[src/rtl/bkrd_pkg.sv]
// Shared types and constants for the boot keyboard report differ.
package bkrd_pkg;

  localparam int unsigned NumSlots  = 6;
  localparam int unsigned NumEvents = 2 * NumSlots + 1;

  typedef logic [7:0] code_t;

  localparam code_t CapsLockCode = 8'h39;
  localparam code_t RolloverCode = 8'h01;

  typedef enum logic [1:0] {
    EvModifier = 2'd0,
    EvDown     = 2'd1,
    EvUp       = 2'd2
  } evt_kind_e;

  // What one slot lane finds.
  typedef struct packed {
    logic down;        // current code is new (or rollover)
    logic up;          // held code is gone (or rollover), not caps lock
    logic caps_press;  // down event on the caps lock key
  } lane_flags_t;

  // One report worth of pending events, bit 0 first.
  typedef struct packed {
    logic [NumEvents-1:0]             mask;
    evt_kind_e [NumEvents-1:0]        kind;
    logic [NumEvents-1:0][7:0]        code;
    code_t                            cur_mods;
    code_t                            prev_mods;
  } report_t;

endpackage

[src/rtl/bkrd_if.sv]
// Beat channels: keyboard report in, change event out.
interface bkrd_rpt_if;
  logic       valid;
  logic       ready;
  logic [7:0] modifiers;
  logic [7:0] reserved_byte;
  logic [7:0] slot_zero;
  logic [7:0] slot_one;
  logic [7:0] slot_two;
  logic [7:0] slot_three;
  logic [7:0] slot_four;
  logic [7:0] slot_five;

  modport source (
    output valid, modifiers, reserved_byte, slot_zero, slot_one, slot_two,
           slot_three, slot_four, slot_five,
    input  ready
  );
  modport sink (
    input  valid, modifiers, reserved_byte, slot_zero, slot_one, slot_two,
           slot_three, slot_four, slot_five,
    output ready
  );
endinterface

interface bkrd_evt_if;
  logic       valid;
  logic       ready;
  logic [1:0] event_kind;
  logic [7:0] current_modifiers;
  logic [7:0] earlier_modifiers;
  logic [7:0] usage_code;
  logic       last_event;

  modport source (
    output valid, event_kind, current_modifiers, earlier_modifiers, usage_code,
           last_event,
    input  ready
  );
  modport sink (
    input  valid, event_kind, current_modifiers, earlier_modifiers, usage_code,
           last_event,
    output ready
  );
endinterface

[src/rtl/bkrd_lane.sv]
// One slot lane: match the slot's current and held codes against the other report.
module bkrd_lane (
  input  bkrd_pkg::code_t                          cur_code_i,
  input  bkrd_pkg::code_t                          held_code_i,
  input  bkrd_pkg::code_t [bkrd_pkg::NumSlots-1:0] cur_all_i,
  input  bkrd_pkg::code_t [bkrd_pkg::NumSlots-1:0] held_all_i,
  output bkrd_pkg::lane_flags_t                    flags_o
);
  import bkrd_pkg::*;

  logic cur_hit;
  logic held_hit;

  always_comb begin
    cur_hit  = 1'b0;
    held_hit = 1'b0;
    for (int j = 0; j < NumSlots; j++) begin
      if (cur_code_i == held_all_i[j]) cur_hit = 1'b1;
      if (held_code_i == cur_all_i[j]) held_hit = 1'b1;
    end
  end

  // rollover never counts as a match; a released caps lock is silent
  assign flags_o.down       = !(cur_hit && (cur_code_i != RolloverCode));
  assign flags_o.up         = !(held_hit && (held_code_i != RolloverCode)) &&
                              (held_code_i != CapsLockCode);
  assign flags_o.caps_press = flags_o.down && (cur_code_i == CapsLockCode);

endmodule

[src/rtl/bkrd_merge.sv]
// Merge lane results into an ordered event set and track caps lock.
module bkrd_merge (
  input  bkrd_pkg::lane_flags_t [bkrd_pkg::NumSlots-1:0] flags_i,
  input  bkrd_pkg::code_t [bkrd_pkg::NumSlots-1:0]       cur_slots_i,
  input  bkrd_pkg::code_t [bkrd_pkg::NumSlots-1:0]       held_slots_i,
  input  bkrd_pkg::code_t                                cur_mods_i,
  input  bkrd_pkg::code_t                                held_mods_i,
  input  logic                                           caps_i,
  output logic                                           caps_o,
  output bkrd_pkg::report_t                              rpt_o
);
  import bkrd_pkg::*;

  logic caps;

  always_comb begin
    caps = caps_i;
    rpt_o.mask[0]   = (cur_mods_i != held_mods_i);
    rpt_o.kind[0]   = EvModifier;
    rpt_o.code[0]   = '0;
    rpt_o.cur_mods  = cur_mods_i;
    rpt_o.prev_mods = held_mods_i;
    for (int i = 0; i < NumSlots; i++) begin
      // caps flag toggles in slot order, each press sees the new value
      caps = caps ^ flags_i[i].caps_press;
      rpt_o.mask[2*i+1] = flags_i[i].down;
      rpt_o.code[2*i+1] = cur_slots_i[i];
      if (flags_i[i].caps_press) begin
        rpt_o.kind[2*i+1] = caps ? EvDown : EvUp;
      end else begin
        rpt_o.kind[2*i+1] = EvDown;
      end
      rpt_o.mask[2*i+2] = flags_i[i].up;
      rpt_o.code[2*i+2] = held_slots_i[i];
      rpt_o.kind[2*i+2] = EvUp;
    end
    caps_o = caps;
  end

endmodule

[src/rtl/bkrd_emit.sv]
// Event buffer for one report and the output register, one event per beat.
module bkrd_emit (
  input  logic               clk_i,
  input  logic               rst_ni,
  input  logic               load_i,
  input  bkrd_pkg::report_t  rpt_i,
  output logic               in_ready_o,
  bkrd_evt_if.source         evt_o
);
  import bkrd_pkg::*;

  logic                  buf_valid_q, buf_valid_d;
  logic [NumEvents-1:0]  mask_q, mask_d;
  report_t               rpt_q;

  logic                  out_valid_q, out_valid_d;
  evt_kind_e             kind_q;
  code_t                 cur_mods_q, prev_mods_q, code_q;
  logic                  last_q;

  logic                  out_free;
  logic                  pop;
  logic [NumEvents-1:0]  onehot;
  logic [NumEvents-1:0]  rest;
  logic                  last;
  evt_kind_e             sel_kind;
  code_t                 sel_code;

  assign out_free = !out_valid_q || evt_o.ready;
  assign pop      = buf_valid_q && out_free;
  assign onehot   = mask_q & (~mask_q + {{(NumEvents-1){1'b0}}, 1'b1});
  assign rest     = mask_q & ~onehot;
  assign last     = (rest == '0);

  assign in_ready_o = !buf_valid_q || (pop && last);

  always_comb begin
    sel_kind = EvModifier;
    sel_code = '0;
    for (int j = 0; j < NumEvents; j++) begin
      if (onehot[j]) begin
        sel_kind = rpt_q.kind[j];
        sel_code = rpt_q.code[j];
      end
    end
  end

  always_comb begin
    buf_valid_d = buf_valid_q;
    mask_d      = mask_q;
    if (load_i) begin
      buf_valid_d = (rpt_i.mask != '0);
      mask_d      = rpt_i.mask;
    end else if (pop) begin
      buf_valid_d = !last;
      mask_d      = rest;
    end
    out_valid_d = pop ? 1'b1 : (evt_o.ready ? 1'b0 : out_valid_q);
  end

  always_ff @(posedge clk_i or negedge rst_ni) begin
    if (!rst_ni) begin
      buf_valid_q <= 1'b0;
      mask_q      <= '0;
      out_valid_q <= 1'b0;
    end else begin
      buf_valid_q <= buf_valid_d;
      mask_q      <= mask_d;
      out_valid_q <= out_valid_d;
    end
  end

  always_ff @(posedge clk_i) begin
    if (load_i) rpt_q <= rpt_i;
    if (pop) begin
      kind_q      <= sel_kind;
      code_q      <= sel_code;
      cur_mods_q  <= rpt_q.cur_mods;
      prev_mods_q <= onehot[0] ? rpt_q.prev_mods : '0;
      last_q      <= last;
    end
  end

  assign evt_o.valid             = out_valid_q;
  assign evt_o.event_kind        = kind_q;
  assign evt_o.current_modifiers = cur_mods_q;
  assign evt_o.earlier_modifiers = prev_mods_q;
  assign evt_o.usage_code        = code_q;
  assign evt_o.last_event        = last_q;

  a_buf_nonempty: assert property (@(posedge clk_i) disable iff (!rst_ni)
    buf_valid_q |-> (mask_q != '0))
    else $error("event buffer valid with empty mask");

  a_load_free: assert property (@(posedge clk_i) disable iff (!rst_ni)
    load_i |-> (!buf_valid_q || (pop && last)))
    else $error("report loaded over pending events");

  a_pop_onehot: assert property (@(posedge clk_i) disable iff (!rst_ni)
    pop |-> $onehot(onehot))
    else $error("event select not one-hot");

  a_kind_legal: assert property (@(posedge clk_i) disable iff (!rst_ni)
    out_valid_q |-> (kind_q == EvModifier || kind_q == EvDown || kind_q == EvUp))
    else $error("illegal event kind");

endmodule

[src/rtl/boot_keyboard_report_differ.sv]
// Boot keyboard report differ: top level, held report state and caps lock flag.
//
// Takes one 8-byte boot keyboard report per input beat and emits its change
// events on the output channel, one event per beat: a modifier change first
// (if the modifier byte moved), then per key slot in order a key down and a
// key up. A rollover code (1) never matches, the caps lock key (0x39) toggles
// an internal flag and reports down or up by its new value, and its release
// is silent. last_event marks the final event of a report; a report that
// changes nothing produces no beat. Six slot lanes compare every slot against
// the other report in parallel in the accept cycle; the held report updates
// right then, so the next report can be compared at once. A report's events,
// up to 13, wait in the event buffer and leave one event per cycle through
// the output register while the sink is ready; the next report is taken in
// the cycle its predecessor's last event moves to the output register.
module boot_keyboard_report_differ (
  input  logic      clk_i,
  input  logic      rst_ni,
  bkrd_rpt_if.sink  rpt_i,
  bkrd_evt_if.source evt_o
);
  import bkrd_pkg::*;

  code_t                           held_mods_q;
  code_t [NumSlots-1:0]            held_slots_q;
  logic                            caps_q, caps_d;

  code_t [NumSlots-1:0]            cur_slots;
  lane_flags_t [NumSlots-1:0]      flags;
  report_t                         rpt;
  logic                            in_ready;
  logic                            accept;

  assign cur_slots[0] = rpt_i.slot_zero;
  assign cur_slots[1] = rpt_i.slot_one;
  assign cur_slots[2] = rpt_i.slot_two;
  assign cur_slots[3] = rpt_i.slot_three;
  assign cur_slots[4] = rpt_i.slot_four;
  assign cur_slots[5] = rpt_i.slot_five;

  assign rpt_i.ready = in_ready;
  assign accept      = rpt_i.valid && in_ready;

  // per-slot comparison lanes
  for (genvar i = 0; i < NumSlots; i++) begin : g_lane
    bkrd_lane u_lane (
      .cur_code_i  (cur_slots[i]),
      .held_code_i (held_slots_q[i]),
      .cur_all_i   (cur_slots),
      .held_all_i  (held_slots_q),
      .flags_o     (flags[i])
    );
  end

  bkrd_merge u_merge (
    .flags_i      (flags),
    .cur_slots_i  (cur_slots),
    .held_slots_i (held_slots_q),
    .cur_mods_i   (rpt_i.modifiers),
    .held_mods_i  (held_mods_q),
    .caps_i       (caps_q),
    .caps_o       (caps_d),
    .rpt_o        (rpt)
  );

  bkrd_emit u_emit (
    .clk_i      (clk_i),
    .rst_ni     (rst_ni),
    .load_i     (accept),
    .rpt_i      (rpt),
    .in_ready_o (in_ready),
    .evt_o      (evt_o)
  );

  // held report replaces on every accepted beat; reserved byte is not kept
  always_ff @(posedge clk_i or negedge rst_ni) begin
    if (!rst_ni) begin
      held_mods_q  <= '0;
      held_slots_q <= '0;
      caps_q       <= 1'b0;
    end else if (accept) begin
      held_mods_q  <= rpt_i.modifiers;
      held_slots_q <= cur_slots;
      caps_q       <= caps_d;
    end
  end

endmodule
[src/flat_wrapper.sv]
// flat-port wrapper written by rule: the top's interface ports become plain ports
module boot_keyboard_report_differ_flat import bkrd_pkg::*;
  (clk_i, rst_ni, rpt_i_valid, rpt_i_modifiers, rpt_i_reserved_byte, rpt_i_slot_zero, rpt_i_slot_one, rpt_i_slot_two, rpt_i_slot_three, rpt_i_slot_four, rpt_i_slot_five, rpt_i_ready, evt_o_valid, evt_o_event_kind, evt_o_current_modifiers, evt_o_earlier_modifiers, evt_o_usage_code, evt_o_last_event, evt_o_ready);
  bkrd_rpt_if rpt_i_i ();
  bkrd_evt_if evt_o_i ();
  input  logic clk_i;
  input  logic rst_ni;
  input wire logic [$bits(rpt_i_i.valid)-1:0] rpt_i_valid;
  input wire logic [$bits(rpt_i_i.modifiers)-1:0] rpt_i_modifiers;
  input wire logic [$bits(rpt_i_i.reserved_byte)-1:0] rpt_i_reserved_byte;
  input wire logic [$bits(rpt_i_i.slot_zero)-1:0] rpt_i_slot_zero;
  input wire logic [$bits(rpt_i_i.slot_one)-1:0] rpt_i_slot_one;
  input wire logic [$bits(rpt_i_i.slot_two)-1:0] rpt_i_slot_two;
  input wire logic [$bits(rpt_i_i.slot_three)-1:0] rpt_i_slot_three;
  input wire logic [$bits(rpt_i_i.slot_four)-1:0] rpt_i_slot_four;
  input wire logic [$bits(rpt_i_i.slot_five)-1:0] rpt_i_slot_five;
  output wire logic [$bits(rpt_i_i.ready)-1:0] rpt_i_ready;
  output wire logic [$bits(evt_o_i.valid)-1:0] evt_o_valid;
  output wire logic [$bits(evt_o_i.event_kind)-1:0] evt_o_event_kind;
  output wire logic [$bits(evt_o_i.current_modifiers)-1:0] evt_o_current_modifiers;
  output wire logic [$bits(evt_o_i.earlier_modifiers)-1:0] evt_o_earlier_modifiers;
  output wire logic [$bits(evt_o_i.usage_code)-1:0] evt_o_usage_code;
  output wire logic [$bits(evt_o_i.last_event)-1:0] evt_o_last_event;
  input wire logic [$bits(evt_o_i.ready)-1:0] evt_o_ready;
  assign rpt_i_i.valid = rpt_i_valid;
  assign rpt_i_i.modifiers = rpt_i_modifiers;
  assign rpt_i_i.reserved_byte = rpt_i_reserved_byte;
  assign rpt_i_i.slot_zero = rpt_i_slot_zero;
  assign rpt_i_i.slot_one = rpt_i_slot_one;
  assign rpt_i_i.slot_two = rpt_i_slot_two;
  assign rpt_i_i.slot_three = rpt_i_slot_three;
  assign rpt_i_i.slot_four = rpt_i_slot_four;
  assign rpt_i_i.slot_five = rpt_i_slot_five;
  assign rpt_i_ready = rpt_i_i.ready;
  assign evt_o_valid = evt_o_i.valid;
  assign evt_o_event_kind = evt_o_i.event_kind;
  assign evt_o_current_modifiers = evt_o_i.current_modifiers;
  assign evt_o_earlier_modifiers = evt_o_i.earlier_modifiers;
  assign evt_o_usage_code = evt_o_i.usage_code;
  assign evt_o_last_event = evt_o_i.last_event;
  assign evt_o_i.ready = evt_o_ready;
  boot_keyboard_report_differ u_core (.clk_i(clk_i), .rst_ni(rst_ni), .rpt_i(rpt_i_i), .evt_o(evt_o_i));
endmodule
[config.mk]
export PLATFORM = sky130hd
export DESIGN_NAME = boot_keyboard_report_differ_flat
export DESIGN_NICKNAME = d
export VERILOG_FILES = /design/src/rtl/bkrd_pkg.sv /design/src/rtl/bkrd_if.sv /design/src/rtl/bkrd_lane.sv /design/src/rtl/bkrd_merge.sv /design/src/rtl/bkrd_emit.sv /design/src/rtl/boot_keyboard_report_differ.sv /design/src/flat_wrapper.sv
export SDC_FILE = /design/constraint.sdc
export NUM_CORES = 1
export LEC_CHECK = 0
export ABC_AREA = 1
export BUFFER_PORTS_ARGS = -buffer_cell sky130_fd_sc_hd__buf_2
export CORE_MARGIN = 2
export CORE_UTILIZATION = 54
export CTS_BUF_LIST = sky130_fd_sc_hd__clkbuf_2 sky130_fd_sc_hd__clkbuf_4 sky130_fd_sc_hd__clkbuf_8
export DETAILED_ROUTE_END_ITERATION = 8
export MAX_ROUTING_LAYER = met4
export PLACE_DENSITY = 0.71
export SETUP_SLACK_MARGIN = 0.02
export SLEW_MARGIN = 15
export SYNTH_ARGS = -nofsm -noshare
export SYNTH_HDL_FRONTEND = slang
export SYNTH_HIERARCHICAL = 1
export SYNTH_SLANG_ARGS = --single-unit
[constraint.sdc]
create_clock -name clk_i -period 9.62 [get_ports clk_i]
set_input_delay 0.481 -clock clk_i [delete_from_list [all_inputs] [get_ports clk_i]]
set_output_delay 0.481 -clock clk_i [all_outputs]
set_load 0.03 [all_outputs]
==> results of run 1 <==
==> timing repair <==
item,4_1_cts,5_1_grt
endpoints found under the hold margin,4,0
hold buffers,1,0
setup buffers,0,0
==> how the worst max path moves through the flow <==
stage	to	slack, ps
floorplan	u_core/u_emit/mask_q[12]	4780
global placement	u_core/u_emit/rpt_q[87]	5300
detailed placement	u_core/u_emit/rpt_q[87]	5220
CTS	rpt_i_ready	4980
global route	rpt_i_ready	4710
finish	rpt_i_ready	5030
==> final cells by class <==
class                           instances  area (sq um)  share of cell area [%]
Multi-Input combinational cell       2066         10500                    49.6
Sequential cell                       245          7000                    33.1
Inverter                              320          1210                    5.71
Timing Repair Buffer                  140           836                    3.96
Clock buffer                           61           746                    3.53
Tap cell                              518           648                    3.07
Clock inverter                         18           200                   0.948
==> stage by stage <==
step	cells	area [sq um]	power [mW]	utilization, %	hold slack, ps
after global routing	3368	21100	6.60	55.0	70.6
after floorplan	2902	21000	4.45	-	185
final	3368	21100	6.19	55.0	91.2
after detailed placement	3288	20200	5.06	52.5	291
after CTS	3368	21100	6.14	55.0	60.3
after global placement	3288	20200	4.96	52.5	291
==> critical path: stages, from the launching register on <==
cell and delay, ps:
dfrtp_1 690, nor2_4 480, nand2_2 150, nor2_4 410, nand4_4 180, nand2_1 100, nand2_1 50, nor2_1 110
nand3_2 130, o21ai_4 160, buf_4 680, buf_2 340
==> layer usage <==
| layer | track usage [%] | up-vias | share of wire (%) |
|---|---|---|---|
| met3 | 5.75 | 268 | 11 |
| met1 | 41.0 | 8393 | 39 |
| li1 | - | 8472 | - |
| met2 | 50.9 | 1073 | 44 |
| met4 | 17.9 | 0 | 5.8 |
| met5 | - | - | 0 |
==> sequential cells by signal, summed over array words and instances, names as in the netlist <==
| signal | count |
|---|---|
| u_core/caps_q | 1 |
| u_core/held_mods_q | 8 |
| u_core/held_slots_q | 48 |
| u_core/u_emit/buf_valid_q | 1 |
| u_core/u_emit/evt_o.current_modifiers | 8 |
| u_core/u_emit/evt_o.earlier_modifiers | 8 |
| u_core/u_emit/evt_o.event_kind | 2 |
| u_core/u_emit/evt_o.last_event | 1 |
| u_core/u_emit/evt_o.usage_code | 8 |
| u_core/u_emit/evt_o.valid | 1 |
| u_core/u_emit/mask_q | 13 |
| u_core/u_emit/rpt_q | 146 |
==> kinds of logic after synthesis <==
group                    after synthesis
AND/OR/NAND/NOR                     1587
buffers and inverters                591
XOR/XNOR                             413
flip-flops                           245
AO/OA/AOI/OAI                         32
adder cells (fa/ha/maj)               12
other                                  2
==> power by group through the flow <==
stage / Clock (mW) / Sequential (mW) / Combinational (mW)
floorplan: 0 / 2.02 / 2.43
global placement: 0 / 1.78 / 3.18
detailed placement: 0 / 1.80 / 3.26
CTS: 1.09 / 1.78 / 3.27
global route: 1.13 / 1.82 / 3.65
finish: 1.07 / 1.78 / 3.34
==> Yosys cell counts <==
cell type	count	share of area, %
buf_2	12	0.29
nand3_1	112	2.7
xor2_1	168	7.0
nor2_8	1	0.096
a21oi_1	8	0.19
a21oi_2	6	0.25
a22oi_1	1	0.036
buf_1	3	0.054
nor2_2	2	0.060
edfxtp_1	173	25
nand2_4	1	0.054
o221ai_1	6	0.25
xnor2_1	245	10
o211ai_1	4	0.14
nand4_4	1	0.10
inv_1	267	4.8
nand3_2	1	0.048
and2_1	6	0.18
buf_6	90	4.9
nor2_1	326	5.9
conb_1	2	0.036
ha_1	12	0.72
inv_2	50	0.90
clkbuf_1	12	0.22
nand2_1	1047	19
nor4_1	14	0.42
buf_4	154	5.5
nor3_2	6	0.29
nand4_1	45	1.3
dfrtp_1	72	8.6
o21ai_0	3	0.072
nand2_2	2	0.060
clkinv_1	3	0.054
nor2_4	2	0.11
nor3_1	21	0.50
o21ai_1	1	0.024
o22ai_1	3	0.090
==> impl_results.md, run 1 <==
* Status: finished clean
* Sw Ratio at 47.2%
* Worst-Margin Slew at 1100 ps
* Buffers on Ports at 88
* First-pass GRT wire length at 97.9 mm
* Initial Utilization at 54.4%
* Critical Path Start Type: flop
* Final slew viol count at 0
* Post-route clock period utilization at 47.7%
* Post-synthesis adder-cell area fraction at 0.719%
* Register-to-register setup slack at 5270 ps
* Total of max-cap violations at 0
* Peak supply drop at 0.239 mV
* CTS Buf Count at 43
* Synth Register Bits at 245
* Critical Path Start: u_core/u_emit/mask_q[0]
* Synth Area in Compound Gates at 1.06%
* CTS tree: built
* Die width at 201 um
* Synth-to-Final Area Change at 1.14%
* Vias at 18206
* Setup TNS at 0 ps
* Ant diodes at 0
* Final hold vios at 0
* P_leak at 10.1 nW
* Clock buffer depth at 3
* Worst Path Max Fanout at 58
* Most frequent cells in the layout: 1046 x nand2_1, 326 x nor2_1, 267 x inv_1
* Clock slew at reported path FFs at 60 ps
* Post-cts sizing count at 0
* Worst Min Path Start: rpt_i_modifiers[0]
* Synthesis Warnings at 6
* Die Height at 201 um
* Power per cell area at 293 nW/um^2
* Sequential Power Share at 28.7%
* Slew headroom at 26.9%
* Largest family of logic cells by synthesized area: simple AND/OR/NAND/NOR gates
* Clock group share of total power at 17.3%
* RSZ-0062 raised after global routing: no
* Worst hold path type: in2reg
* Later-pin clock latency in the skew report at 650 ps
* Worst setup EP type: output pin
* Fill cells at 3677
* Clock sink total at 245
* Tot GR Track Use at 32.8%
* Clock Skew at 51.9 ps
* Top Ports at 97
* Hold path depth at 1
* Fin crit period at 4590 ps
* Simple-Gate Fraction of Synth Area at 30.6%
* Global placement routability congestion at 0.961
* Seq/Total Area, Yosys at 33.5%
* Max Fclk at 218 MHz
* R2r startpoint: u_core/u_emit/mask_q[0]
* Core box area at 38400 sq um
* WL per Instance at 19.3 um
* WP data required at 9140 ps
* DRC Markers at 0
* First-pass detailed-route iteration total at 6
* Grt total ovfl at 0
* Syn_area_per_cell at 7.24 sq um
* Initial drt markers at 2130
* Largest net degree at the start of global routing at 115
* HPWL Detailed at 41.3 mm
* Combinational share of power at 54.0%
* Cells after Synth at 2882
* Post-synthesis xor/xnor area fraction at 17.3%
* Row cnt at 72
* Place WS at 5220 ps
* Net Sw Power at 2.92 mW
* Final WL at 65.0 mm
* Synthesized area at 20900 sq um
* Initial antenna violation count at 0
* Final setup vio count at 0
* Final nets at 2896
* RR Endpoint: u_core/u_emit/rpt_q[117]
* Number of global-route vias before repair at 17045
* WP data arrival at 4110 ps
* H-tree depth at 2
* Total die area at 40200 sq um
* Worst setup margin at 5030 ps
* Detail Route Antenna Nets at 0
* Worst setup path class: reg2out
* Hold endpoint: u_core/u_emit/rpt_q[8]
* Layout cell share with drive strength beyond 1 at 10.0%
* Via density at 5.41
* Post-synthesis mux area share at 0%
* FF-to-FF path depth at 12
* P_int at 3.27 mW
* Commonest non-fill, non-tap cell in the layout: nand2_1
* Root Buffer: clkbuf_8
* Yosys cell types at 37
Note: power is estimated with default switching activity, not from simulation.
==> run 2: changes to the inputs <==
--- a/config.mk
+++ b/config.mk
@@ -5,14 +5,14 @@
 export SDC_FILE = /design/constraint.sdc
 export NUM_CORES = 1
 export LEC_CHECK = 0
-export ABC_AREA = 1
+export ABC_AREA = 0
 export BUFFER_PORTS_ARGS = -buffer_cell sky130_fd_sc_hd__buf_2
 export CORE_MARGIN = 2
 export CORE_UTILIZATION = 54
 export CTS_BUF_LIST = sky130_fd_sc_hd__clkbuf_2 sky130_fd_sc_hd__clkbuf_4 sky130_fd_sc_hd__clkbuf_8
 export DETAILED_ROUTE_END_ITERATION = 8
 export MAX_ROUTING_LAYER = met4
-export PLACE_DENSITY = 0.71
+export PLACE_DENSITY = 0.72
 export SETUP_SLACK_MARGIN = 0.02
 export SLEW_MARGIN = 15
 export SYNTH_ARGS = -nofsm -noshare
==> constraint.sdc (replaced) <==
create_clock -name clk_i -period 4.7 [get_ports clk_i]
set_input_delay 0.235 -clock clk_i [delete_from_list [all_inputs] [get_ports clk_i]]
set_output_delay 0.235 -clock clk_i [all_outputs]
set_load 0.03 [all_outputs]
==> run 2 against run 1 <==
Compared with the run above: synthesized cell count down 39%; cell count shrank 35%; sequential power grew 100%; critical path type is now reg2reg; highest routed layer unchanged.
==> impl_results.md, run 2 <==
* Levels on crit path at 13
* Max FFs per register at 146
* Synth-to-Final Area Change at 3.01%
* Worst setup EP type: flop
* Slew headroom at 23.4%
* Peak supply drop at 0.465 mV
* Largest net degree at the start of global routing at 58
* Initial antenna violation count at 2
* WL per Instance at 24.2 um
* Largest family of logic cells by synthesized area: XOR/XNOR gates
* Commonest cells post-synth: 290 x xor2_1, 288 x xnor2_1, 207 x buf_4
* Clock Skew at 33.5 ps
* Total die area at 35700 sq um
* Row cnt at 67
* P_leak at 6.96 nW
* Worst-Margin Slew at 1130 ps
* Biggest regs: u_core/u_emit/rpt_q (146), u_core/held_slots_q (48), u_core/u_emit/mask_q (13)
* Buffers on Ports at 88
* Post-route clock period utilization at 86.0%
* Vias at 13294
* Critical Path Start Type: flop
* Clock sink total at 245
* Post-cts sizing count at 0
* HPWL Detailed at 34.1 mm
* Clock buffer depth at 3
* Async S/R FF share, synth at 29.4%
* Synthesized area at 18500 sq um
* Post-CTS setup buffers at 0
* Worst setup path class: reg2reg
* Core box area at 33600 sq um
* Post-synthesis adder-cell area fraction at 0.866%
* Final setup vio count at 0
* Grt total ovfl at 0
* DRC Markers at 0
* Synth top area share at 28.1%
* Buffers & Inverters on Critical Path at 0
* Via density at 6.08
* Synth top area cells: edfxtp_1 28%, xor2_1 14%, xnor2_1 14%, dfrtp_1 9.7%, buf_4 8.4%
* Synthesis Warnings at 6
* Synth Area in Compound Gates at 6.84%
* Fin Hold WS at 98.4 ps
* WP data arrival at 4530 ps
* Detail Route Antenna Nets at 0
* Final slew viol count at 0
* Layout cell share with drive strength beyond 1 at 17.5%
* Number of global-route vias before repair at 13196
* Power per cell area at 649 nW/um^2
* Clock slew at reported path FFs at 60 ps
* Worst Path Max Fanout at 2
* First-pass GRT wire length at 80.4 mm
* Status: finished clean
* Global placement routability congestion at 0.918
* CTS Buf Count at 43
* Cells after Synth at 1749
* Register-to-register setup slack at 660 ps
* Post-synth EDFFs at 173
* Tot GR Track Use at 30.6%
* H-tree depth at 2
* First-pass detailed-route iteration total at 5
* Total of max-cap violations at 0
* Final hold vios at 0
* RSZ-0062 raised after global routing: no
* Most frequent cells in the layout: 290 x xor2_1, 288 x xnor2_1, 173 x edfxtp_1
* Fin crit period at 4040 ps
* Worst hold path type: in2async
* FF-to-FF path depth at 13
* Top Ports at 97
* Commonest non-fill, non-tap cell in the layout: xor2_1
* Later-pin clock latency in the skew report at 610 ps
* Top-count cell post-synth: xor2_1
* Top_reg_cell synth: edfxtp_1
* Final nets at 1784
* Initial drt markers at 1511
* RR Endpoint: u_core/caps_q
* Seq/Total Area, Yosys at 37.8%
* Area leader, netlist: edfxtp_1
* Post-synthesis xor/xnor area fraction at 27.9%
* Root Buffer: clkbuf_8
* Max Fclk at 247 MHz
* Simple-Gate Fraction of Synth Area at 10.4%
* Initial Utilization at 55.0%
* Delay of the slowest cell on the worst path at 620 ps
* Post-synthesis mux area share at 4.24%
* Syn_area_per_cell at 10.6 sq um
* CTS tree: built
* WP data required at 5190 ps
* Die Height at 189 um
* Yosys cell types at 61
* Setup TNS at 0 ps
* Top reg by flops: u_core/u_emit/rpt_q
* Critical path, cell by cell: xnor2_1 -> nand4_1 -> nor2_1 -> a21oi_1 -> nand3_1 -> nor3_1 -> ha_1 -> ha_1 -> ha_1 -> ha_1 -> ha_1 -> ha_1 -> mux2_2
* Top delay family on crit path: adder cells
* R2r startpoint: u_core/held_slots_q[26]
* Die width at 189 um
* Synth Register Bits at 245
* Critical Path Most Common Cell: ha_1
* Post-CTS Hold Fix Bufs at 10
* Final WL at 53.0 mm
* Crit-path slowest cell: nor3_1
## run 2: changes by cell type after synthesis, sizes merged, moves of 58 or more
| cell | previous run | this run |
|---|---|---|
| mux2 | 0 | 58 |
| nand3 | 113 | 21 |
| nor4 | 14 | 91 |
| inv | 317 | 16 |
| nor2 | 331 | 38 |
| xor2 | 168 | 296 |
| nand2 | 1050 | 86 |
## run 2: how the worst max path moves through the flow
stage,startpoint,to,slack [ps]
after global placement,rpt_i_slot_zero[1],u_core/caps_q,530
after CTS,u_core/held_slots_q[26],u_core/caps_q,740
after global routing,u_core/held_slots_q[26],u_core/caps_q,570
after floorplan,u_core/u_emit/mask_q[1],u_core/u_emit/mask_q[0],50
final,u_core/held_slots_q[26],u_core/caps_q,660
after detailed placement,rpt_i_slot_zero[1],u_core/caps_q,450
## run 2: per-stage QoR
step	setup slack (ps)	power, mW	std cells	utilization (%)	instance area, sq um
after floorplan	48.3	9.03	1769	-	18600
after global placement	531	9.89	2097	53.6	18000
after detailed placement	450	10.1	2097	53.6	18000
after CTS	739	12.3	2185	56.6	19000
after global routing	569	13.0	2187	56.7	19000
final	659	12.4	2187	56.7	19000
## run 2: kinds of logic after synthesis
group / count (synthesis)
simple gates: 354
fa+ha+maj: 13
xor+xnor: 584
compound gates: 195
flops: 245
buf+inv: 292
other cells: 2
mux: 64
## run 2: power by group
part / total (mW) / switching, mW / leakage, nW / internal [mW]
sequential: 3.57 / 0.448 / 2.44 / 3.12
combinational: 6.68 / 4.00 / 4.04 / 2.68
clock: 2.12 / 0.952 / 0.480 / 1.17
total: 12.4 / 5.40 / 6.96 / 6.97
## run 2: area by class of cell
| type | count | area [sq um] |
|---|---|---|
| Multi-Input combinational cell | 1232 | 9400 |
| Antenna cell | 2 | 5.00 |
| Clock inverter | 17 | 151 |
| Fill cell | 2855 | 14600 |
| Tap cell | 448 | 561 |
| Timing Repair Buffer | 166 | 1100 |
| Clock buffer | 61 | 764 |
| Sequential cell | 245 | 7000 |
| Inverter | 16 | 63.8 |
## run 2: metal layers
metal | track usage, % | vias to the layer above | part of all wire (%)
met3 | 4.67 | 171 | 8.8
met2 | 46.8 | 787 | 46
met5 | - | - | 0
met4 | 15.0 | 0 | 4.8
li1 | - | 5850 | -
met1 | 39.8 | 6486 | 40
==> run 3: changes to the inputs <==
--- a/config.mk
+++ b/config.mk
@@ -6,13 +6,13 @@
 export NUM_CORES = 1
 export LEC_CHECK = 0
 export ABC_AREA = 0
-export BUFFER_PORTS_ARGS = -buffer_cell sky130_fd_sc_hd__buf_2
 export CORE_MARGIN = 2
 export CORE_UTILIZATION = 54
 export CTS_BUF_LIST = sky130_fd_sc_hd__clkbuf_2 sky130_fd_sc_hd__clkbuf_4 sky130_fd_sc_hd__clkbuf_8
 export DETAILED_ROUTE_END_ITERATION = 8
+export DONT_BUFFER_PORTS = 1
 export MAX_ROUTING_LAYER = met4
-export PLACE_DENSITY = 0.72
+export PLACE_DENSITY = 0.69
 export SETUP_SLACK_MARGIN = 0.02
 export SLEW_MARGIN = 15
 export SYNTH_ARGS = -nofsm -noshare
==> run 3 against run 2 <==
Compared with the run above: clock power about the same; die area unchanged; largest power group unchanged; maximum frequency grew 5.1%; critical path type unchanged; highest routed layer unchanged.
==> impl_results.md, run 3 (synthesis gave the netlist of run 2 again) <==
* Tot GR Track Use at 33.3%
* P_int at 7.00 mW
* Post-DP Area at 17500 sq um
* Initial Utilization at 55.0%
* Sw Ratio at 42.4%
* Initial antenna violation count at 1
* Top Ports at 97
* Most frequent cells in the layout: 290 x xor2_1, 288 x xnor2_1, 173 x edfxtp_1
* Buffers & Inverters on Critical Path at 2
* Clock sink total at 245
* Final WL at 58.0 mm
* WP data arrival at 4100 ps
* Hold path depth at 4
* DRC Markers at 0
* Commonest non-fill, non-tap cell in the layout: xor2_1
* Die Height at 189 um
* Register-to-register setup slack at 860 ps
* GR Util met3 at 8.40%
* Via density at 6.29
* Clock group share of total power at 17.6%
* Sequential Power Share at 30.8%
* Power per cell area at 637 nW/um^2
* Post-route clock period utilization at 81.8%
* H-tree depth at 2
* Net Sw Power at 5.15 mW
* First-pass GRT wire length at 85.3 mm
* Max Fclk at 260 MHz
* Worst setup margin at 856 ps
* Met1 Use GR at 41.8%
* Slew headroom at 14.7%
* Max FFs per register at 146
* Later-pin clock latency in the skew report at 620 ps
* Worst Path Max Fanout at 79
* Met2 usage at 49.1%
* Peak supply drop at 0.410 mV
* Final instance area at 19100 sq um
* Synth-to-Final Area Change at 3.06%
* Row cnt at 67
* Root Buffer: clkbuf_8
* First-pass detailed-route iteration total at 6
* Clock buffer depth at 3
* Fin crit period at 3840 ps
* Setup TNS at 0 ps
* WL per Instance at 27.1 um
* Place WS at 928 ps
* Top reg by flops: u_core/u_emit/rpt_q
* Worst setup path class: reg2reg
* Initial drt markers at 1741
* Final hold vios at 0
* RR Endpoint: u_core/u_emit/rpt_q[105]
* Grt total ovfl at 0
* Core box area at 33600 sq um
* Hold endpoint: u_core/u_emit/mask_q[3]
* CTS Buf Count at 43
* Largest net degree at the start of global routing at 80
* Worst setup EP type: flop
* WP data required at 4960 ps
* Fin Hold WS at 51.4 ps
* Top delay family on crit path: simple AND/OR/NAND/NOR gates
* Combinational share of power at 51.5%
* Final slew viol count at 0
* RSZ-0062 raised after global routing: no
* Total die area at 35700 sq um
* Worst hold path type: in2reg
* Global route hottest layer: met2
* R2r startpoint: u_core/u_emit/mask_q[8]
* Buffers on Ports at 0
* Critical path, cell by cell: nor4_1 -> nand3_1 -> maj3_1 -> o21ai_0 -> nand3_1 -> o21ai_4 -> nand2_4 -> clkinvlp_4 -> buf_12
* Status: finished clean
* Worst Min Path Start: rpt_i_slot_one[0]
* Vias at 13443
* Number of global-route vias before repair at 13224
* Global placement routability congestion at 0.907
* FF-to-FF path depth at 9
* Clock Skew at 49.5 ps
* Crit-path slowest cell: dfrtp_1
* Final setup vio count at 0
* Die width at 189 um
* Detail Route Antenna Nets at 0
* Critical Path Most Common Cell: nand3_1
* Layout cell share with drive strength beyond 1 at 12.4%
* Pwr Total at 12.1 mW
* Delay of the slowest cell on the worst path at 670 ps
* Final nets at 1736
* Critical Path Start Type: flop
* CTS tree: built
* Biggest regs: u_core/u_emit/rpt_q (146), u_core/held_slots_q (48), u_core/u_emit/mask_q (13)
* P_leak at 6.79 nW
* Worst-Margin Slew at 1260 ps
* HPWL Detailed at 32.8 mm
* Clock slew at reported path FFs at 60 ps
* Total of max-cap violations at 0
## run 3: routing by layer
layer / vias to the layer above / wire [um]
met5: - / 0
met4: 0 / 3750
met3: 245 / 6660
li1: 5747 / -
met1: 6525 / 22200
met2: 926 / 25400
## run 3: repair_timing
item                      in CTS  in global routing
setup buffers                  0                  0
hold buffers                  59                  0
resized for setup              0                  0
hold endpoints to repair     191                  0
## run 3: cell type report
cell class / instances / area [sq um]
fill: 2854 / 14600
multi-input combinational: 1232 / 9400
sequential: 245 / 7000
timing repair buffer: 118 / 1080
clock buffer: 68 / 867
tap: 448 / 561
clock inverter: 9 / 87.6
inverter: 16 / 63.8
antenna: 1 / 2.50
## run 3: worst register-to-register path, delay by kind of cell, from the launching register on
kind	cells	cell delay, ps
and+or+nand+nor	4	1040
AOI/OAI and AO/OA	2	580
buffers and inverters	2	690
adders and majority gates	1	440
DFF	1	670
## run 3: stage by stage
stage	utilization (%)	std cells
floorplan	-	1769
global placement	52.0	2000
detailed placement	52.0	2000
CTS	56.7	2136
global route	56.7	2137
finish	56.7	2137
## run 3: worst max path at each step
stage | startpoint | endpoint | depth (start not counted)
global route | u_core/u_emit/mask_q[8] | u_core/u_emit/mask_q[9] | 11
global placement | u_core/held_slots_q[27] | u_core/caps_q | 13
detailed placement | u_core/u_emit/mask_q[8] | u_core/u_emit/mask_q[9] | 11
finish | u_core/u_emit/mask_q[8] | u_core/u_emit/rpt_q[105] | 9
floorplan | u_core/u_emit/mask_q[1] | u_core/u_emit/mask_q[0] | 16
CTS | u_core/u_emit/mask_q[8] | u_core/u_emit/mask_q[9] | 11
## run 3: power by group through the flow
| stage | logic (mW) | registers [mW] | clock network, mW |
|---|---|---|---|
| 2_1_floorplan | 4.95 | 4.08 | 0 |
| 3_3_place_gp | 5.83 | 3.75 | 0 |
| 3_5_place_dp | 5.99 | 3.78 | 0 |
| 4_1_cts | 6.11 | 3.74 | 2.18 |
| 5_1_grt | 6.68 | 3.82 | 2.27 |
| 6_report | 6.26 | 3.75 | 2.14 |
